===== src/hw/rtl/mouse_keys_accelerated_pointer_top_macros.svh =====
// Assertion macros used by the mouse-keys pointer back end (mkap_back).
`ifndef MOUSE_KEYS_ACCELERATED_POINTER_TOP_MACROS_SVH
`define MOUSE_KEYS_ACCELERATED_POINTER_TOP_MACROS_SVH

// Clocked property with asynchronous active-low reset disable.
`define MKAP_CHECK(lbl, clk, rstn, prop) \
	lbl: assert property (@(posedge clk) disable iff (!rstn) prop) \
		else $error("mkap check failed");

// Expression that must never be true while out of reset.
`define MKAP_NEVER(lbl, clk, rstn, expr) \
	lbl: assert property (@(posedge clk) disable iff (!rstn) !(expr)) \
		else $error("mkap forbidden condition seen");

`endif


===== src/hw/rtl/mkap_pkg.sv =====
// Shared types and constants of the mouse-keys pointer block.
`timescale 1ns / 1ps
package mkap_pkg;

	localparam int unsigned MKAP_QUEUE_DEPTH = 2;
	localparam logic [31:0] DEFAULT_THRESHOLD = 32'd150000000;

	localparam logic [7:0] SC_MODE      = 8'hA3;
	localparam logic [7:0] SC_RIGHT     = 8'hB7;
	localparam logic [7:0] SC_LEFT      = 8'hB4;
	localparam logic [7:0] SC_DOWN      = 8'hB6;
	localparam logic [7:0] SC_UP        = 8'hB5;
	localparam logic [7:0] SC_BTN_LEFT  = 8'h5D;
	localparam logic [7:0] SC_BTN_RIGHT = 8'h5B;

	localparam logic [2:0] ST_PRESSED  = 3'd1;
	localparam logic [2:0] ST_HOLD     = 3'd2;
	localparam logic [2:0] ST_RELEASED = 3'd3;

	localparam logic [3:0] DIR_LEFT  = 4'b0001;
	localparam logic [3:0] DIR_RIGHT = 4'b0010;
	localparam logic [3:0] DIR_UP    = 4'b0100;
	localparam logic [3:0] DIR_DOWN  = 4'b1000;

	localparam logic [1:0] KIND_KEY    = 2'd0;
	localparam logic [1:0] KIND_BUTTON = 2'd1;
	localparam logic [1:0] KIND_MOVE   = 2'd2;
	localparam logic [1:0] KIND_SYNC   = 2'd3;

	// One queued job: a tick, or a single key/button result.
	typedef struct packed {
		logic        tick;
		logic [3:0]  dirs;
		logic [63:0] elapsed;
		logic [1:0]  kind;
		logic [7:0]  code;
		logic        pressed;
		logic        btn;
	} job_t;

endpackage


===== src/hw/rtl/mkap_front.sv =====
// Front end: accepts beats, tracks mode, directions and press timer, queues jobs.
`timescale 1ns / 1ps
module mkap_front (
	input  logic          clk,
	input  logic          arst_n,
	input  logic          in_valid,
	output logic          in_ready,
	input  logic          command,
	input  logic [2:0]    key_state,
	input  logic [7:0]    scancode,
	input  logic [63:0]   time_ns,
	input  logic          full,
	output logic          push,
	output mkap_pkg::job_t push_job
);
	import mkap_pkg::*;

	logic        mode_q, mode_d;
	logic [3:0]  held_q, held_d;
	logic [63:0] pst_q, pst_d;
	logic        accept;
	logic        st_ok;
	logic [3:0]  dir_bit;
	logic        is_btn;

	assign in_ready = !full;
	assign accept   = in_valid && in_ready;
	assign st_ok    = (key_state == ST_PRESSED) || (key_state == ST_HOLD) ||
	                  (key_state == ST_RELEASED);
	assign is_btn   = (scancode == SC_BTN_LEFT) || (scancode == SC_BTN_RIGHT);

	always_comb begin
		unique case (scancode)
			SC_LEFT:  dir_bit = DIR_LEFT;
			SC_RIGHT: dir_bit = DIR_RIGHT;
			SC_UP:    dir_bit = DIR_UP;
			SC_DOWN:  dir_bit = DIR_DOWN;
			default:  dir_bit = 4'b0000;
		endcase
	end

	always_comb begin
		mode_d           = mode_q;
		held_d           = held_q;
		pst_d            = pst_q;
		push             = 1'b0;
		push_job.tick    = 1'b0;
		push_job.dirs    = mode_q ? held_q : 4'b0000;
		push_job.elapsed = time_ns - pst_q;
		push_job.kind    = KIND_KEY;
		push_job.code    = scancode;
		push_job.pressed = (key_state == ST_PRESSED);
		push_job.btn     = 1'b0;
		if (accept) begin
			if (command) begin
				push             = 1'b1;
				push_job.tick    = 1'b1;
				push_job.kind    = KIND_SYNC;
				push_job.code    = 8'h00;
				push_job.pressed = 1'b0;
			end else if (st_ok) begin
				if (scancode == SC_MODE) begin
					if (key_state == ST_PRESSED) begin
						mode_d = !mode_q;
					end
				end else if (mode_q && (dir_bit != 4'b0000)) begin
					if (key_state == ST_PRESSED) begin
						// restart the timer only on a fresh direction
						if ((held_q & dir_bit) == 4'b0000) begin
							pst_d = time_ns;
						end
						held_d = held_q | dir_bit;
					end else if (key_state == ST_RELEASED) begin
						if (scancode == SC_LEFT) begin
							pst_d = time_ns;
						end
						held_d = held_q & ~dir_bit;
					end
				end else if (mode_q && is_btn) begin
					push          = 1'b1;
					push_job.kind = KIND_BUTTON;
					push_job.code = 8'h00;
					push_job.btn  = (scancode == SC_BTN_RIGHT);
				end else begin
					// passthrough: hold restarts the timer but drops the beat
					pst_d = time_ns;
					push  = (key_state != ST_HOLD);
				end
			end
		end
	end

	always_ff @(posedge clk or negedge arst_n) begin
		if (!arst_n) begin
			mode_q <= 1'b0;
			held_q <= 4'b0000;
			pst_q  <= 64'd0;
		end else begin
			mode_q <= mode_d;
			held_q <= held_d;
			pst_q  <= pst_d;
		end
	end

endmodule


===== src/hw/rtl/mkap_queue.sv =====
// Small job queue between the front end and the result sequencer.
`timescale 1ns / 1ps
module mkap_queue #(
	parameter int unsigned DEPTH = mkap_pkg::MKAP_QUEUE_DEPTH
) (
	input  logic          clk,
	input  logic          arst_n,
	input  logic          push,
	input  mkap_pkg::job_t push_job,
	output logic          full,
	input  logic          pop,
	output logic          valid,
	output mkap_pkg::job_t head
);
	import mkap_pkg::*;

	localparam int unsigned PW = (DEPTH > 1) ? $clog2(DEPTH) : 1;
	localparam int unsigned CW = $clog2(DEPTH + 1);
	localparam logic [PW-1:0] LAST_PTR = PW'(DEPTH - 1);
	localparam logic [CW-1:0] FULL_CNT = CW'(DEPTH);

	job_t          mem_q [DEPTH];
	logic [PW-1:0] wr_q, rd_q;
	logic [CW-1:0] count_q;
	logic          do_push, do_pop;

	assign full    = (count_q == FULL_CNT);
	assign valid   = (count_q != '0);
	assign head    = mem_q[rd_q];
	assign do_push = push && !full;
	assign do_pop  = pop && valid;

	always_ff @(posedge clk) begin
		if (do_push) begin
			mem_q[wr_q] <= push_job;
		end
	end

	always_ff @(posedge clk or negedge arst_n) begin
		if (!arst_n) begin
			wr_q    <= '0;
			rd_q    <= '0;
			count_q <= '0;
		end else begin
			if (do_push) begin
				wr_q <= (wr_q == LAST_PTR) ? '0 : wr_q + PW'(1);
			end
			if (do_pop) begin
				rd_q <= (rd_q == LAST_PTR) ? '0 : rd_q + PW'(1);
			end
			if (do_push && !do_pop) begin
				count_q <= count_q + CW'(1);
			end else if (do_pop && !do_push) begin
				count_q <= count_q - CW'(1);
			end
		end
	end

endmodule


===== src/hw/rtl/mkap_back.sv =====
// Back end: expands queued jobs into result beats behind an output register.
`timescale 1ns / 1ps
`include "mouse_keys_accelerated_pointer_top_macros.svh"
module mkap_back (
	input  logic          clk,
	input  logic          arst_n,
	input  logic [31:0]   threshold,
	input  logic          job_valid,
	input  mkap_pkg::job_t job,
	output logic          pop,
	output logic          out_valid,
	input  logic          out_ready,
	output logic [1:0]    out_kind,
	output logic [7:0]    out_code,
	output logic          out_pressed,
	output logic          out_btn,
	output logic          out_axis,
	output logic signed [3:0] out_delta,
	output logic          out_last
);
	import mkap_pkg::*;

	job_t        cur_q;
	logic        cur_valid_q;
	logic [4:0]  pend_q;   // left, right, down, up, final
	logic [2:0]  step_q;
	logic [2:0]  step_d;
	logic [4:0]  pend_init;
	logic [4:0]  pick, rem;
	logic        pick_last;
	logic        advance, load;
	logic [33:0] thr3;
	logic [3:0]  mag;
	logic        neg;

	logic        out_valid_q;
	logic [1:0]  out_kind_q;
	logic [7:0]  out_code_q;
	logic        out_pressed_q, out_btn_q, out_axis_q, out_last_q;
	logic [3:0]  out_delta_q;

	assign thr3 = {2'b00, threshold} + {1'b0, threshold, 1'b0};

	always_comb begin
		if (job.elapsed <= {32'd0, threshold}) begin
			step_d = 3'd1;
		end else if ((job.elapsed[63:34] == 30'd0) && (job.elapsed[33:0] <= thr3)) begin
			step_d = 3'd2;
		end else begin
			step_d = 3'd4;
		end
	end

	assign pend_init = job.tick ? {1'b1, job.dirs[2], job.dirs[3], job.dirs[1], job.dirs[0]}
	                            : 5'b10000;

	// lowest pending result goes next
	assign pick      = pend_q & (~pend_q + 5'd1);
	assign rem       = pend_q & ~pick;
	assign pick_last = (rem == 5'b00000);
	assign advance   = cur_valid_q && (!out_valid_q || out_ready);
	assign load      = job_valid && (!cur_valid_q || (advance && pick_last));
	assign pop       = load;

	assign mag = {1'b0, step_q};
	assign neg = pick[0] || pick[3];

	always_ff @(posedge clk) begin
		if (load) begin
			cur_q  <= job;
			step_q <= step_d;
		end
	end

	always_ff @(posedge clk or negedge arst_n) begin
		if (!arst_n) begin
			cur_valid_q <= 1'b0;
			pend_q      <= 5'b00000;
		end else if (load) begin
			cur_valid_q <= 1'b1;
			pend_q      <= pend_init;
		end else if (advance) begin
			pend_q <= rem;
			if (pick_last) begin
				cur_valid_q <= 1'b0;
			end
		end
	end

	always_ff @(posedge clk) begin
		if (advance) begin
			out_last_q <= pick_last;
			if (pick[4]) begin
				out_kind_q    <= cur_q.kind;
				out_code_q    <= cur_q.code;
				out_pressed_q <= cur_q.pressed;
				out_btn_q     <= cur_q.btn;
				out_axis_q    <= 1'b0;
				out_delta_q   <= 4'd0;
			end else begin
				out_kind_q    <= KIND_MOVE;
				out_code_q    <= 8'h00;
				out_pressed_q <= 1'b0;
				out_btn_q     <= 1'b0;
				out_axis_q    <= pick[2] || pick[3];
				out_delta_q   <= neg ? (~mag + 4'd1) : mag;
			end
		end
	end

	always_ff @(posedge clk or negedge arst_n) begin
		if (!arst_n) begin
			out_valid_q <= 1'b0;
		end else if (advance) begin
			out_valid_q <= 1'b1;
		end else if (out_ready) begin
			out_valid_q <= 1'b0;
		end
	end

	assign out_valid   = out_valid_q;
	assign out_kind    = out_kind_q;
	assign out_code    = out_code_q;
	assign out_pressed = out_pressed_q;
	assign out_btn     = out_btn_q;
	assign out_axis    = out_axis_q;
	assign out_delta   = out_delta_q;
	assign out_last    = out_last_q;

	`MKAP_CHECK(a_pend_live, clk, arst_n, cur_valid_q |-> (pend_q != 5'b00000))
	`MKAP_CHECK(a_pick_one, clk, arst_n, cur_valid_q |-> $onehot(pick))
	`MKAP_CHECK(a_sync_last, clk, arst_n, (out_valid_q && (out_kind_q == KIND_SYNC)) |-> out_last_q)
	`MKAP_NEVER(a_move_last, clk, arst_n, out_valid_q && (out_kind_q == KIND_MOVE) && out_last_q)

endmodule


===== src/hw/rtl/mouse_keys_accelerated_pointer_top.sv =====
// Top level of the mouse-keys pointer emulator: ports, threshold register, wiring.
//
// channel  dir  handshake            payload
// s_*      in   s_tvalid/s_tready    tuser command, tdata key event and time
// m_*      out  m_tvalid/m_tready    tuser kind, tdata result, tlast end of item
// cfg_*    in   cfg_valid/cfg_ready  fast_move_threshold, 32 bit
//
// A beat is taken in any cycle the job queue has room; key events without a
// result leave nothing queued. The result sequencer gives one result beat per
// cycle unless m_tready stalls it: a tick in mouse mode with n held directions
// gives n + 1 beats, other jobs one. The job queue and output register let the
// front keep accepting while a result waits on m_tready, until the queue fills.
// Reset clears mode, directions, timer and queue and loads the threshold with 150000000.
`timescale 1ns / 1ps
module mouse_keys_accelerated_pointer_top #(
	parameter int unsigned QUEUE_DEPTH = mkap_pkg::MKAP_QUEUE_DEPTH
) (
	input  logic        clk,
	input  logic        arst_n,
	input  logic        s_tvalid,
	output logic        s_tready,
	input  logic [79:0] s_tdata,  // key_state[2:0], scancode[10:3], time_ns[74:11], zero
	input  logic        s_tuser,  // command
	output logic        m_tvalid,
	input  logic        m_tready,
	output logic [15:0] m_tdata,  // key_code[7:0], key_pressed[8], button_select[9],
	                              // move_axis[10], move_delta[14:11], zero[15]
	output logic [1:0]  m_tuser,  // kind
	output logic        m_tlast,
	input  logic        cfg_valid,
	output logic        cfg_ready,
	input  logic [31:0] cfg_data
);
	import mkap_pkg::*;

	logic [31:0]       thr_q;
	logic              push, full, pop, job_valid;
	job_t              push_job, head;
	logic [7:0]        out_code;
	logic              out_pressed, out_btn, out_axis;
	logic signed [3:0] out_delta;

	assign cfg_ready = 1'b1;

	always_ff @(posedge clk or negedge arst_n) begin
		if (!arst_n) begin
			thr_q <= DEFAULT_THRESHOLD;
		end else if (cfg_valid && cfg_ready) begin
			thr_q <= cfg_data;
		end
	end

	mkap_front u_front (
		.clk       (clk),
		.arst_n    (arst_n),
		.in_valid  (s_tvalid),
		.in_ready  (s_tready),
		.command   (s_tuser),
		.key_state (s_tdata[2:0]),
		.scancode  (s_tdata[10:3]),
		.time_ns   (s_tdata[74:11]),
		.full      (full),
		.push      (push),
		.push_job  (push_job)
	);

	mkap_queue #(
		.DEPTH (QUEUE_DEPTH)
	) u_queue (
		.clk      (clk),
		.arst_n   (arst_n),
		.push     (push),
		.push_job (push_job),
		.full     (full),
		.pop      (pop),
		.valid    (job_valid),
		.head     (head)
	);

	mkap_back u_back (
		.clk         (clk),
		.arst_n      (arst_n),
		.threshold   (thr_q),
		.job_valid   (job_valid),
		.job         (head),
		.pop         (pop),
		.out_valid   (m_tvalid),
		.out_ready   (m_tready),
		.out_kind    (m_tuser),
		.out_code    (out_code),
		.out_pressed (out_pressed),
		.out_btn     (out_btn),
		.out_axis    (out_axis),
		.out_delta   (out_delta),
		.out_last    (m_tlast)
	);

	assign m_tdata = {1'b0, out_delta, out_axis, out_btn, out_pressed, out_code};

endmodule

===== config.mk =====
export PLATFORM = sky130hd
export DESIGN_NAME = mouse_keys_accelerated_pointer_top
export DESIGN_NICKNAME = d
export VERILOG_FILES = /design/src/hw/rtl/mkap_pkg.sv /design/src/hw/rtl/mkap_front.sv /design/src/hw/rtl/mkap_queue.sv /design/src/hw/rtl/mkap_back.sv /design/src/hw/rtl/mouse_keys_accelerated_pointer_top.sv
export VERILOG_INCLUDE_DIRS = /design/src /design/src/hw/rtl
export SDC_FILE = /design/constraint.sdc
export NUM_CORES = 1
export LEC_CHECK = 0
export ABC_AREA = 1
export BUFFER_PORTS_ARGS = -buffer_cell sky130_fd_sc_hd__buf_2
export CAP_MARGIN = 20
export CORE_ASPECT_RATIO = 0.8
export CORE_UTILIZATION = 32
export DETAILED_ROUTE_END_ITERATION = 8
export SLEW_MARGIN = 20
export SYNTH_ARGS = -nofsm -noshare
export SYNTH_HDL_FRONTEND = slang
export SYNTH_HIERARCHICAL = 1
export SYNTH_SLANG_ARGS = --single-unit

===== constraint.sdc =====
create_clock -name clk -period 7.6 [get_ports clk]
set_input_delay 0.38 -clock clk [delete_from_list [all_inputs] [get_ports clk]]
set_output_delay 0.38 -clock clk [all_outputs]
set_load 0.02 [all_outputs]

==> results by group <==
Setup path
  – CP top delay family: simple AND/OR/NAND/NOR gates
  – Crit-path max FO: 4
  – CP Cell Sequence: ha_1 -> inv_1 -> fa_1 -> o21ai_2 -> a21o_2 -> nand3_1 -> nand3_1 -> a21oi_1 -> ha_1 -> nand2_1 -> nor2_1 -> nand4_1 -> nor2_1 -> nand3_1 -> nand3_1 -> nand2_1 -> nand2_1 -> nor2_1
  – Critical path endpoint category: flip-flop
  – Kind of critical path: reg -> reg
  – Crit path DAT: 3960 ps
  – CP required: 7910 ps
  – Most frequent CP cell: nand3_1
  – CP max-delay cell: dfrtp_1
  – Worst path bufs/invs: 1
  – Startpoint types: flip-flop
  – CP peak stage delay: 420 ps

Clock tree
  – CTS Buf Count: 35
  – Clk buf depth: 3
  – H-tree depth: 2
  – Skew-Pair Late Insertion Delay: 560 ps
  – Clk sinks: 307
  – TritonCTS clock tree: done
  – Clk pin slew, worst setup/hold paths: 60 ps
  – CTS root buf: clkbuf_16
  – Post-cts gate resize count: 0

GRT
  – Gr ovfl total: 0
  – Largest net degree at the start of global routing: 84
  – Total GRT Usage: 0.1614
  – Antenna violations before repair: 0
  – Vias in the first global route: 16940
  – First-pass GRT wire length: 90950 microns

Finish
  – Ant diodes: 0
  – Fin nets: 3503
  – Synth-to-Final Area Change: 11.98%
  – Share of cells above drive strength 1: 0.1022

Status
  – Outcome: complete, no violations

Timing
  – Unrepaired setup endpoints after global routing: no
  – Period utilisation layout: 0.4804
  – Final TNS setup: 0 ps
  – Slew HR: 0.3394
  – Max-slew violations: 0
  – Clk_skew: 21.04 ps
  – Final hold violation count: 0
  – Setup violators final: 0
  – Worst slew pin tran: 990.9 ps
  – Tmin final: 3651 ps
  – Fmax: 0.2739 GHz

Detailed routing
  – Remaining routing DRC violations: 0
  – Detail Route Antenna Nets: 0
  – DR pass1 iterations: 5
  – Final WL: 57570 microns
  – Routed via count: 18630
  – Vias per Instance: 4.466
  – 1st-iter DRT viols: 1369
  – WL/cell: 13.80 microns

Synth
  – Synth Register Bits: 307
  – Ys async rst share: 0.3648
  – Yosys warning count: 6
  – Synth top area share: 0.2619
  – Syn Std Cell Area: 22360 sq um
  – Synth top cells by count: nand2_1, inv_1, nor2_1
  – Post-synth EDFFs: 195
  – Synth area leaders: edfxtp_1, nand2_1, dfrtp_1
  – Main flop type after synthesis: edfxtp_1
  – Synth Instances: 3080
  – Post-Synthesis Mean Instance Area: 7.259 sq um
  – Post-synthesis sequential area ratio: 0.3878
  – Most common cell in the netlist: nand2_1
  – Distinct cells, synth: 52
  – Synth area leader: edfxtp_1
  – Synth Net Count: 3362

Floorplanning
  – Row cnt: 86
  – Initial Util: 0.3241
  – Die X: 297.5 microns
  – Core area: 68970 sq um
  – Top Ports: 140
  – Die ar.: 70940 sq um
  – Die height: 238.4 microns

Power and ir drop
  – Combinational share of power: 0.496
  – Peak supply drop: 174.8 uV
  – Pleak: 0.01299 uW
  – Total power: 8961 uW
  – Sw Pwr: 3984 uW
  – Switching fraction of total power: 0.4446
  – Internal Power: 4977 uW
  – Pwr dens: 357.9 nW/um^2
  – Clk network pwr share: 0.195
  – Flop pwr share: 0.309

Flow run
  – Max cap viols: 0

Place
  – Final Wtd Congestion: 0.9164
  – # port buffers: 132
  – Post-DP HPWL: 45550 microns

Hold path
  – Min-delay worst type: in -> reg
## cells by family after synthesis
kind of cell,Yosys count,synth area share
AO/OA/AOI/OAI,191,0.04762
XOR/XNOR,54,0.02115
adder cells (fa/ha/maj),164,0.09245
buffers and inverters,574,0.1124
flip-flops,307,0.3878
other,2,0.0003359
AND/OR/NAND/NOR,1788,0.3382
## power by group through the flow
stage	Clock [uW]	Combinational (uW)	Sequential [uW]
CTS	1800	4430	2780
global placement	0	4360	2800
global route	1860	5050	2830
floorplan	0	3140	2830
finish	1750	4440	2770
detailed placement	0	4410	2810
## worst reg2reg max path: stages (launching register included)
cell	delay [ps]
dfrtp_1	420
ha_1	210
inv_1	60
fa_1	420
o21ai_2	310
a21o_2	240
nand3_1	80
nand3_1	150
a21oi_1	180
ha_1	370
nand2_1	80
nor2_1	140
nand4_1	140
nor2_1	160
nand3_1	90
nand3_1	90
nand2_1	120
nand2_1	90
nor2_1	40
## timing repair
| item | CTS | global route |
|---|---|---|
| hold endpoints to repair | 62 | 0 |
| buffers inserted | 0 | 0 |
| hold buffers | 16 | 0 |
## layout by cell type (no fill, tap or decap), drive strengths merged, types with 13 or more instances in the layout
cell	count
inv	524
nor2	225
dlygate4sd3	16
clkinv	13
xor2	39
clkbuf	39
edfxtp	195
a21oi	124
nand3	179
o21ai	39
nand2	1297
buf	139
nand4	33
ha	162
dfrtp	102
nor3	32
xnor2	15
## per-stage QoR
stage	hold slack, ps	cells	cell area [sq um]	util	setup slack [ps]
finish	32.77	4171	25040	0.3630	3949
global route	25.20	4171	25040	0.3630	3609
CTS	2.555	4171	25040	0.3630	3968
global placement	453.3	4092	23700	0.3437	3987
floorplan	84.41	3080	22360	-	2312
detailed placement	458.0	4092	23700	0.3437	3994
## cell type report
cell class                 instances  area (sq um)
sequential                       307          8672
tap                              924          1156
clock inverter                    24         280.3
multi-input combinational       2199         11190
clock buffer                      39         890.9
fill                            7365         43940
inverter                         523          1972
timing repair buffer             155         875.8
## routing by layer
metal  part of all wire  track usage
met1               0.53       0.2522
met3              0.056      0.01985
met5                  0            0
met2               0.39       0.2296
met4              0.021      0.04296
## final timing paths
kind	startpoint	endpoint	slack (ps)	depth (start not counted)
min	cfg_data[25]	thr_q[25]	30	3
max in group asynchronous	arst_n	u_front/pst_q[25]	5890	3
max reg2reg	thr_q[1]	u_back/step_q[1]	3950	18
max	thr_q[1]	u_back/step_q[1]	3950	18
min reg2reg	u_front/pst_q[47]	u_front/pst_q[47]	470	2
min in group asynchronous	arst_n	thr_q[11]	430	2
## state kept, by name, summed over array words and instances (netlist names), 2 cells and up, named ones only
register	count
thr_q	32
u_back/cur_q	12
u_back/out_code	8
u_back/out_delta	4
u_back/out_kind	2
u_back/pend_q	5
u_back/step_q	3
u_front/pst_q	64
u_queue/count_q	2
u_queue/mem_q	162
No activity file was read; power rests on OpenSTA's default activity.
